`src/rtl/core/text_console_glyph_renderer_unit_macros.svh`:
```
// assertion macros used by the glyph renderer sequencer
`ifndef TEXT_CONSOLE_GLYPH_RENDERER_UNIT_MACROS_SVH
`define TEXT_CONSOLE_GLYPH_RENDERER_UNIT_MACROS_SVH

// condition holds at every edge out of reset
`define TCGR_ASSERT_ALWAYS(lbl, cond) \
  lbl: assert property (@(posedge clk) disable iff (!rst_n) (cond)) \
    else $error("tcgr check failed");

// consequent holds in the same cycle as the antecedent
`define TCGR_ASSERT_IMPLY(lbl, ante, cons) \
  lbl: assert property (@(posedge clk) disable iff (!rst_n) (ante) |-> (cons)) \
    else $error("tcgr check failed");

// consequent holds in the cycle after the antecedent
`define TCGR_ASSERT_NEXT(lbl, ante, cons) \
  lbl: assert property (@(posedge clk) disable iff (!rst_n) (ante) |=> (cons)) \
    else $error("tcgr check failed");

`endif

```
`src/rtl/core/tcgr_pkg.sv`:
```
// shared types and constants of the glyph renderer
package tcgr_pkg;

  localparam int IN_TDATA_W  = 24;
  localparam int OUT_TDATA_W = 288;
  localparam int CFG_IDX_W   = 3;
  localparam int CFG_DATA_W  = 24;

  localparam logic [7:0]  NEWLINE_CODE = 8'd10;
  localparam logic [12:0] GLYPH_WIDTH  = 13'd8;

  localparam logic [23:0] FG_RESET     = 24'h808080;
  localparam logic [23:0] BG_RESET     = 24'h000000;
  localparam logic [12:0] WIDTH_RESET  = 13'd640;
  localparam logic [12:0] HEIGHT_RESET = 13'd480;
  localparam logic [13:0] PITCH_RESET  = 14'd640;

  typedef enum logic [1:0] {
    ST_IDLE,
    ST_READ,
    ST_ROW,
    ST_CLEAR
  } st_t;

  typedef enum logic [CFG_IDX_W-1:0] {
    REG_ENABLE    = 3'd0,
    REG_FG_COLOR  = 3'd1,
    REG_BG_COLOR  = 3'd2,
    REG_WIDTH     = 3'd3,
    REG_HEIGHT    = 3'd4,
    REG_ROW_PITCH = 3'd5
  } cfg_reg_t;

  typedef struct packed {
    logic        enable;
    logic [23:0] fg_color;
    logic [23:0] bg_color;
    logic [12:0] screen_width;
    logic [12:0] screen_height;
    logic [13:0] row_pitch_words;
  } cfg_t;

endpackage

```
`src/rtl/core/tcgr_idx_unit.sv`:
```
// shared multiply-add unit for the framebuffer word index of one glyph row
module tcgr_idx_unit #(
  parameter int ROW_W = 4
) (
  input  logic [12:0]      cursor_x,
  input  logic [12:0]      cursor_y,
  input  logic [ROW_W-1:0] row,
  input  logic [13:0]      pitch,
  output logic [24:0]      pixel_index
);

  logic [13:0] y_sum;
  logic [27:0] prod;

  assign y_sum       = {1'b0, cursor_y} + 14'(row);
  assign prod        = 28'(y_sum) * 28'(pitch);
  assign pixel_index = prod[24:0] + 25'(cursor_x);

endmodule

```
`src/rtl/core/tcgr_seq.sv`:
```
// sequencer: cursor state, font store access and output word register
module tcgr_seq
  import tcgr_pkg::*;
#(
  parameter int GLYPH_HEIGHT = 16,
  parameter int GLYPH_COUNT  = 256,
  localparam int ADDR_W      = $clog2(GLYPH_COUNT * GLYPH_HEIGHT)
) (
  input  logic                   clk,
  input  logic                   rst_n,
  input  cfg_t                   cfg,
  input  logic                   in_tvalid,
  output logic                   in_tready,
  input  logic [IN_TDATA_W-1:0]  in_tdata,
  input  logic                   in_tuser,
  output logic                   out_tvalid,
  input  logic                   out_tready,
  output logic [OUT_TDATA_W-1:0] out_tdata,
  output logic                   out_tuser,
  output logic                   out_tlast,
  output logic                   ram_wr_en,
  output logic [ADDR_W-1:0]      ram_wr_addr,
  output logic [7:0]             ram_wr_data,
  output logic [ADDR_W-1:0]      ram_rd_addr,
  input  logic [7:0]             ram_rd_data
);

  `include "text_console_glyph_renderer_unit_macros.svh"

  localparam int ROW_W = $clog2(GLYPH_HEIGHT);
  localparam logic [ROW_W-1:0] ROW_LAST = ROW_W'(GLYPH_HEIGHT - 1);
  localparam logic [12:0] GH13 = 13'(GLYPH_HEIGHT);

  st_t               state_r, state_nxt;
  logic [ROW_W-1:0]  row_r, row_nxt;
  logic [ADDR_W-1:0] base_r, base_nxt;
  logic [12:0]       cursor_x_r, cursor_x_nxt;
  logic [12:0]       cursor_y_r, cursor_y_nxt;
  logic              out_valid_r, out_valid_nxt;
  logic              out_kind_r, out_kind_nxt;
  logic              out_last_r, out_last_nxt;
  logic [24:0]       out_idx_r, out_idx_nxt;
  logic [31:0]       out_px_r [8];
  logic [31:0]       out_px_nxt [8];

  logic        accept, is_load, is_put, is_newline, load_ok;
  logic [7:0]  code, font_bits, glyph_sel;
  logic [3:0]  glyph_row;
  logic        out_free, row_done, wrap_x, clear_y, load_row, load_clr;
  logic [12:0] cx_plus, cy_plus, sw_lim, sh_lim;
  logic [24:0] unit_idx;
  logic [ROW_W-1:0] rd_row;
  logic [31:0] fill_word;

  assign code      = in_tdata[7:0];
  assign glyph_row = in_tdata[11:8];
  assign font_bits = in_tdata[19:12];

  assign accept     = in_tvalid && in_tready;
  assign is_load    = accept && in_tuser;
  assign is_put     = accept && !in_tuser && cfg.enable;
  assign is_newline = code == NEWLINE_CODE;
  assign load_ok    = (32'(code) < GLYPH_COUNT) && (32'(glyph_row) < GLYPH_HEIGHT);
  assign glyph_sel  = (32'(code) >= GLYPH_COUNT) ? code - 8'(GLYPH_COUNT) : code;

  assign out_free = !out_valid_r || out_tready;
  assign row_done = row_r == ROW_LAST;
  assign cx_plus  = cursor_x_r + GLYPH_WIDTH;
  assign cy_plus  = cursor_y_r + GH13;
  assign sw_lim   = (cfg.screen_width >= GLYPH_WIDTH) ? cfg.screen_width - GLYPH_WIDTH : 13'd0;
  assign sh_lim   = (cfg.screen_height >= GH13) ? cfg.screen_height - GH13 : 13'd0;
  assign wrap_x   = cx_plus >= sw_lim;
  assign clear_y  = cy_plus >= sh_lim;
  assign fill_word = {4{cfg.bg_color[7:0]}};

  tcgr_idx_unit #(
    .ROW_W(ROW_W)
  ) u_idx (
    .cursor_x   (cursor_x_r),
    .cursor_y   (cursor_y_r),
    .row        (row_r),
    .pitch      (cfg.row_pitch_words),
    .pixel_index(unit_idx)
  );

  // next state
  always_comb begin
    state_nxt = state_r;
    case (state_r)
      ST_IDLE: begin
        if (is_put) begin
          if (is_newline) begin
            state_nxt = clear_y ? ST_CLEAR : ST_IDLE;
          end else begin
            state_nxt = ST_READ;
          end
        end
      end
      ST_READ: begin
        state_nxt = ST_ROW;
      end
      ST_ROW: begin
        if (out_free && row_done) begin
          state_nxt = (wrap_x && clear_y) ? ST_CLEAR : ST_IDLE;
        end
      end
      ST_CLEAR: begin
        if (out_free) begin
          state_nxt = ST_IDLE;
        end
      end
      default: state_nxt = ST_IDLE;
    endcase
  end

  // control outputs
  always_comb begin
    in_tready   = state_r == ST_IDLE;
    load_row    = (state_r == ST_ROW) && out_free;
    load_clr    = (state_r == ST_CLEAR) && out_free;
    rd_row      = (load_row && !row_done) ? row_r + 1'b1 : row_r;
    ram_wr_en   = is_load && load_ok;
    ram_wr_addr = ADDR_W'(32'(code) * GLYPH_HEIGHT + 32'(glyph_row));
    ram_wr_data = font_bits;
    ram_rd_addr = base_r + ADDR_W'(rd_row);
  end

  // datapath
  always_comb begin
    row_nxt       = row_r;
    base_nxt      = base_r;
    cursor_x_nxt  = cursor_x_r;
    cursor_y_nxt  = cursor_y_r;
    out_valid_nxt = out_valid_r && !out_tready;
    out_kind_nxt  = out_kind_r;
    out_last_nxt  = out_last_r;
    out_idx_nxt   = out_idx_r;
    for (int j = 0; j < 8; j++) begin
      out_px_nxt[j] = out_px_r[j];
    end
    if (is_put) begin
      row_nxt  = '0;
      base_nxt = ADDR_W'(32'(glyph_sel) * GLYPH_HEIGHT);
      if (is_newline) begin
        cursor_x_nxt = '0;
        cursor_y_nxt = clear_y ? 13'd0 : cy_plus;
      end
    end
    if (load_row) begin
      out_valid_nxt = 1'b1;
      out_kind_nxt  = 1'b0;
      out_last_nxt  = row_done && !(wrap_x && clear_y);
      out_idx_nxt   = unit_idx;
      for (int j = 0; j < 8; j++) begin
        out_px_nxt[j] = ram_rd_data[7-j] ? {8'h00, cfg.fg_color} : {8'h00, cfg.bg_color};
      end
      if (row_done) begin
        if (wrap_x) begin
          cursor_x_nxt = '0;
          cursor_y_nxt = clear_y ? 13'd0 : cy_plus;
        end else begin
          cursor_x_nxt = cx_plus;
        end
      end else begin
        row_nxt = row_r + 1'b1;
      end
    end
    if (load_clr) begin
      out_valid_nxt = 1'b1;
      out_kind_nxt  = 1'b1;
      out_last_nxt  = 1'b1;
      out_idx_nxt   = '0;
      for (int j = 0; j < 8; j++) begin
        out_px_nxt[j] = fill_word;
      end
    end
  end

  always_ff @(posedge clk) begin
    if (!rst_n) begin
      state_r     <= ST_IDLE;
      cursor_x_r  <= '0;
      cursor_y_r  <= '0;
      out_valid_r <= 1'b0;
    end else begin
      state_r     <= state_nxt;
      cursor_x_r  <= cursor_x_nxt;
      cursor_y_r  <= cursor_y_nxt;
      out_valid_r <= out_valid_nxt;
    end
  end

  always_ff @(posedge clk) begin
    row_r      <= row_nxt;
    base_r     <= base_nxt;
    out_kind_r <= out_kind_nxt;
    out_last_r <= out_last_nxt;
    out_idx_r  <= out_idx_nxt;
    for (int j = 0; j < 8; j++) begin
      out_px_r[j] <= out_px_nxt[j];
    end
  end

  assign out_tvalid = out_valid_r;
  assign out_tuser  = out_kind_r;
  assign out_tlast  = out_last_r;
  assign out_tdata  = {7'b0, out_px_r[7], out_px_r[6], out_px_r[5], out_px_r[4],
                       out_px_r[3], out_px_r[2], out_px_r[1], out_px_r[0], out_idx_r};

  `TCGR_ASSERT_ALWAYS(a_cursor_x_aligned, cursor_x_r[2:0] == 3'd0)
  `TCGR_ASSERT_IMPLY(a_clear_home, state_r == ST_CLEAR, cursor_x_r == 13'd0 && cursor_y_r == 13'd0)
  `TCGR_ASSERT_NEXT(a_row_end_last, state_r == ST_ROW && state_nxt == ST_IDLE,
                    out_valid_r && out_last_r && !out_kind_r)
  `TCGR_ASSERT_NEXT(a_clear_word, state_r == ST_CLEAR && state_nxt == ST_IDLE,
                    out_valid_r && out_last_r && out_kind_r)

endmodule

```
`config.mk`:
```
export PLATFORM = sky130hd
export DESIGN_NAME = tcgr_seq
export DESIGN_NICKNAME = d
export VERILOG_FILES = /design/src/rtl/core/tcgr_pkg.sv /design/src/rtl/core/tcgr_idx_unit.sv /design/src/rtl/core/tcgr_seq.sv
export VERILOG_INCLUDE_DIRS = /design/src /design/src/rtl/core
export SDC_FILE = /design/constraint.sdc
export NUM_CORES = 1
export LEC_CHECK = 0
export ABC_AREA = 1
export ABC_CLOCK_PERIOD_IN_PS = 7200
export BUFFER_PORTS_ARGS = -buffer_cell sky130_fd_sc_hd__buf_4
export CORE_UTILIZATION = 56
export CTS_CLUSTER_DIAMETER = 60
export CTS_CLUSTER_SIZE = 14
export DETAILED_ROUTE_END_ITERATION = 7
export PLACE_DENSITY_LB_ADDON = 0.08
export SLEW_MARGIN = 25
export SYNTH_ARGS = -nofsm -noshare
export SYNTH_HDL_FRONTEND = slang
export SYNTH_HIERARCHICAL = 1
export SYNTH_SLANG_ARGS = --single-unit
```
`constraint.sdc`:
```
create_clock -name clk -period 7.2 [get_ports clk]
set_input_delay 0 -clock clk [delete_from_list [all_inputs] [get_ports clk]]
set_output_delay 0 -clock clk [all_outputs]
set_load 0.03 [all_outputs]
```
==> metrics.md <==
| Metric | Value |
|---|---|
| Clock buffers created by TritonCTS | 26 |
| Detailed-router iteration count before antenna repair | 5 |
| Startpoint types | register |
| Antenna violations before repair | 3 |
| Number of top-level design ports | approximately 450 |
| Count of routing violations after the opening detailed-route iteration | 1172 |
| Share of layout cells above drive strength 1 | 0.234 |
| Number of distinct standard cells referenced by the synthesized netlist | between 50 and 60 |
| Highest attainable clock frequency | 0.144 GHz |
| Clock tree from TritonCTS | done |
| Number of nets still failing antenna checks after routing | 0 |
| Sinks on Clock Net | 268 |
| Final period demand of the worst path | 6.93 ns |
| Comb pwr share | 0.459 |
| Leak | 12.0 nW |
| Half-perimeter wire length after detailed placement | between 40000 and 50000 um |
| Post-Syn Area | 0.0210 mm^2 |
| CP Data Required Time | 7.58 ns |
| Count of final max-slew check failures | 0 |
| Area of the core | between 0.03 and 0.04 mm^2 |
| End point of the worst hold path | ram_wr_data[2] |
| Slew at the pin closest to its max-slew limit | 0.997 ns |
| Routed via count | roughly 18000 |
| Crit share post-route | 0.962 |
| Final Hold Vio Count | 0 |
| Internal power contribution | around 3.9 mW |
| Setup violation total in the final timing report | 0 |
| H-tree levels | 1 |
| GR Util All Layers | 0.317 |
| Final weighted congestion of routability-driven global placement | just over 0.9 |
| DR DRC count | 0 |
| Kind of capture point of the worst setup path | register |
| Switching part of the total | 0.424 |
| Startpoint-to-endpoint class of the critical path | register to register |
| Buffers from clock root to sink, at most | 3 |
| Aggregate global routing overflow | 0 |
| Avg Vias per Cell | around 5.5 |
| Total detailed-routing wirelength | 60600 um |
| Most frequently used flop master after synthesis | sky130_fd_sc_hd__edfxtp_1 |
| Overall die height | 196 um |
| Power density over cell area | between 200 and 300 mW/mm^2 |
| Average instance area after synthesis | 8.65 um^2 |
| Share of flip-flops with an asynchronous set or reset after synthesis | 0 |
| Vias in the first global route | between 15000 and 20000 |
| Launching point of the worst reg2reg path | row_r[0] |
| Layout Cells excl Fill | 3262 |
| Clock skew | 0.0108 ns |
| Maximum number of pins on one net before global-route repair | 203 |
| Highest fanout seen on the critical path | 6 |
| Buffers on Ports | 415 |
| Worst ir drop on vdd | 171 uV |
| Hold Path Class | input port to primary output |
| Fraction of power consumed by the clock network | 0.190 |
| Routed wire per std cell | ~19 um |
| FF-to-FF End | out_idx_r[21] |
| DP Cell Count | 3164 |
| Synth warnings | 6 |
| Area Overhead vs Synth | 19.9% |
| Post-layout power | 6.74 mW |
| Sequential group share of total power | 0.350 |
| Clock insertion delay at the later pin of the skew report | 0.54 ns |
| Root buffer cell | sky130_fd_sc_hd__clkbuf_16 |
| Cell type with the highest occurrence count on the critical path | sky130_fd_sc_hd__fa_1 |
| Max-Slew Margin vs Limit | 0.335 |
| Number of synthesized flops with an enable pin | 208 |
| Data arrival time of the worst path | 7.31 ns |
| Internal reg-to-reg setup slack | about 0.27 ns |
| Buffers inserted by post-CTS timing repair | 0 |
| First-pass GRT wire length | 94700 um |
| Number of core rows | 70 |
| Die area | between 0.03 and 0.04 mm^2 |
| Critical-path top delay cell | sky130_fd_sc_hd__fa_1 |
| CP max stage delay | 0.56 ns |
| Post-CTS clock slew at the launch and capture registers of the worst setup and hold paths | around 0.060 ns |
| Sequential-to-total area share from yosys stat | 0.354 |
| Synthesized instance count | 2434 |
| Synth Register Bits | 268 |
| Initial core utilization | 0.572 |
| Die X-Extent | 196 um |
| WHS Path Cells | 0 |
| Start point of the worst hold path | in_tdata[14] |
| Worst reg-to-reg path cell count | 31 |
| Number of max-cap violations | 0 |
| Layout net count | 3168 |
| Run status | complete, no violations |
| Net load switching power | 2.86 mW |
## worst max-delay path: cells and delay by family (launching register included)
kind	cells	cell delay [ns]
simple gates	14	1.66
flops	1	0.38
xor+xnor	1	0.14
compound gates	1	0.06
fa+ha+maj	9	4.08
buf+inv	6	0.46
## power groups by stage
stage	logic, mW	clock network [mW]	registers (mW)
6_report	3.10	1.28	2.36
5_1_grt	3.32	1.34	2.39
4_1_cts	3.05	1.29	2.36
3_5_place_dp	3.01	0	2.39
3_3_place_gp	2.98	0	2.38
2_1_floorplan	1.41	0	3.03
## flip-flops by register name, summed over array words and instances (netlist names)
signal,count
cursor_x_r,13
out_tlast,1
out_idx_r,25
cursor_y_r,13
row_r,4
out_px_r,200
out_tuser,1
base_r,8
out_tvalid,1
state_r,2
## synth_stat cells, drive strengths merged, types with 5 or more instances
master	n	area share
nand2	563	0.10
inv	354	0.064
o21ai	338	0.095
nor2	211	0.044
edfxtp	208	0.30
fa	153	0.15
buf	115	0.041
ha	112	0.067
a21oi	76	0.018
nand3	72	0.018
clkbuf	62	0.012
dfxtp	60	0.057
xor2	42	0.018
nand4	14	0.0049
or2	10	0.0030
xnor2	9	0.0037
nor3	6	0.0014
o21bai	6	0.0021
a31oi	5	0.0015
## worst max path at each step
| stage | startpoint | to | slack, ns | cells after the start |
|---|---|---|---|---|
| after floorplan | row_r[0] | out_idx_r[18] | 0.71 | 31 |
| after global placement | row_r[0] | out_idx_r[18] | 0.12 | 32 |
| after detailed placement | row_r[0] | out_idx_r[18] | 0.04 | 32 |
| after CTS | row_r[0] | out_idx_r[18] | 0.002 | 32 |
| after global routing | row_r[0] | out_idx_r[13] | -0.05 | 29 |
| final | row_r[0] | out_idx_r[21] | 0.27 | 31 |
## metrics by stage
step | hold WS [ns] | setup TNS, ns | setup slack (ns) | instance area (um^2) | utilization
2_1_floorplan | 0.0989 | 0 | 0.714 | 21100 | -
3_3_place_gp | 0.000240 | 0 | 0.125 | 23800 | 0.647
3_5_place_dp | 0.000240 | 0 | 0.0383 | 23800 | 0.647
4_1_cts | 0.000240 | 0 | 0.00231 | 25100 | 0.682
5_1_grt | 0.0000484 | -0.164 | -0.0467 | 25200 | 0.686
6_report | 0.0000132 | 0 | 0.271 | 25200 | 0.686
## layer usage
layer / GRT usage / routed length, um / share of wire
met4: 0.152 / 2920 / 0.048
met5: 0 / 0 / 0
met3: 0.0358 / 4180 / 0.069
met2: 0.577 / 31400 / 0.52
met1: 0.373 / 22100 / 0.36
## layout by cell type, fill, tap and decap left out, types with 5 or more instances in the layout
cell type and count:
sky130_fd_sc_hd__inv_1 325, sky130_fd_sc_hd__nor2_4 10, sky130_fd_sc_hd__fa_1 153, sky130_fd_sc_hd__xnor2_1 9, sky130_fd_sc_hd__clkbuf_16 27, sky130_fd_sc_hd__xor2_1 41
sky130_fd_sc_hd__nor3_1 6, sky130_fd_sc_hd__conb_1 7, sky130_fd_sc_hd__dfxtp_1 58, sky130_fd_sc_hd__nor2_1 179, sky130_fd_sc_hd__a21oi_1 74, sky130_fd_sc_hd__inv_2 26
sky130_fd_sc_hd__edfxtp_1 208, sky130_fd_sc_hd__nand2_1 551, sky130_fd_sc_hd__o21ai_2 82, sky130_fd_sc_hd__dlygate4sd3_1 52, sky130_fd_sc_hd__nand4_1 13, sky130_fd_sc_hd__nand2_2 9
sky130_fd_sc_hd__buf_4 432, sky130_fd_sc_hd__o21ai_0 252, sky130_fd_sc_hd__or2_2 8, sky130_fd_sc_hd__o21bai_1 5, sky130_fd_sc_hd__ha_1 108, sky130_fd_sc_hd__clkbuf_1 5
sky130_fd_sc_hd__nand3_1 68, sky130_fd_sc_hd__nor2_2 21
## what timing repair did
action	4_1_cts	5_1_grt
gates resized for setup	0	31
endpoints found under the hold margin	224	0
setup endpoints to repair	0	14
hold buffers	52	0
## layout make-up
| type | instances | area [um^2] |
|---|---|---|
| Clock buffer | 32 | 694 |
| Fill cell | 3026 | 11600 |
| Antenna cell | 3 | 7.51 |
| Tap cell | 468 | 586 |
| Inverter | 357 | 1350 |
| Sequential cell | 268 | 7450 |
| Clock inverter | 10 | 71.3 |
| Multi-Input combinational cell | 1638 | 11300 |
| Timing Repair Buffer | 486 | 3810 |
## cell families after synthesis
logic type / share of synthesized area
AOI/OAI and AO/OA: 0.119
adders and majority gates: 0.212
buffers and inverters: 0.118
and+or+nand+nor: 0.175
xor gates and xnor gates: 0.0216
DFF: 0.354
other: 0.000178
Power figures use the tool's default switching activity.
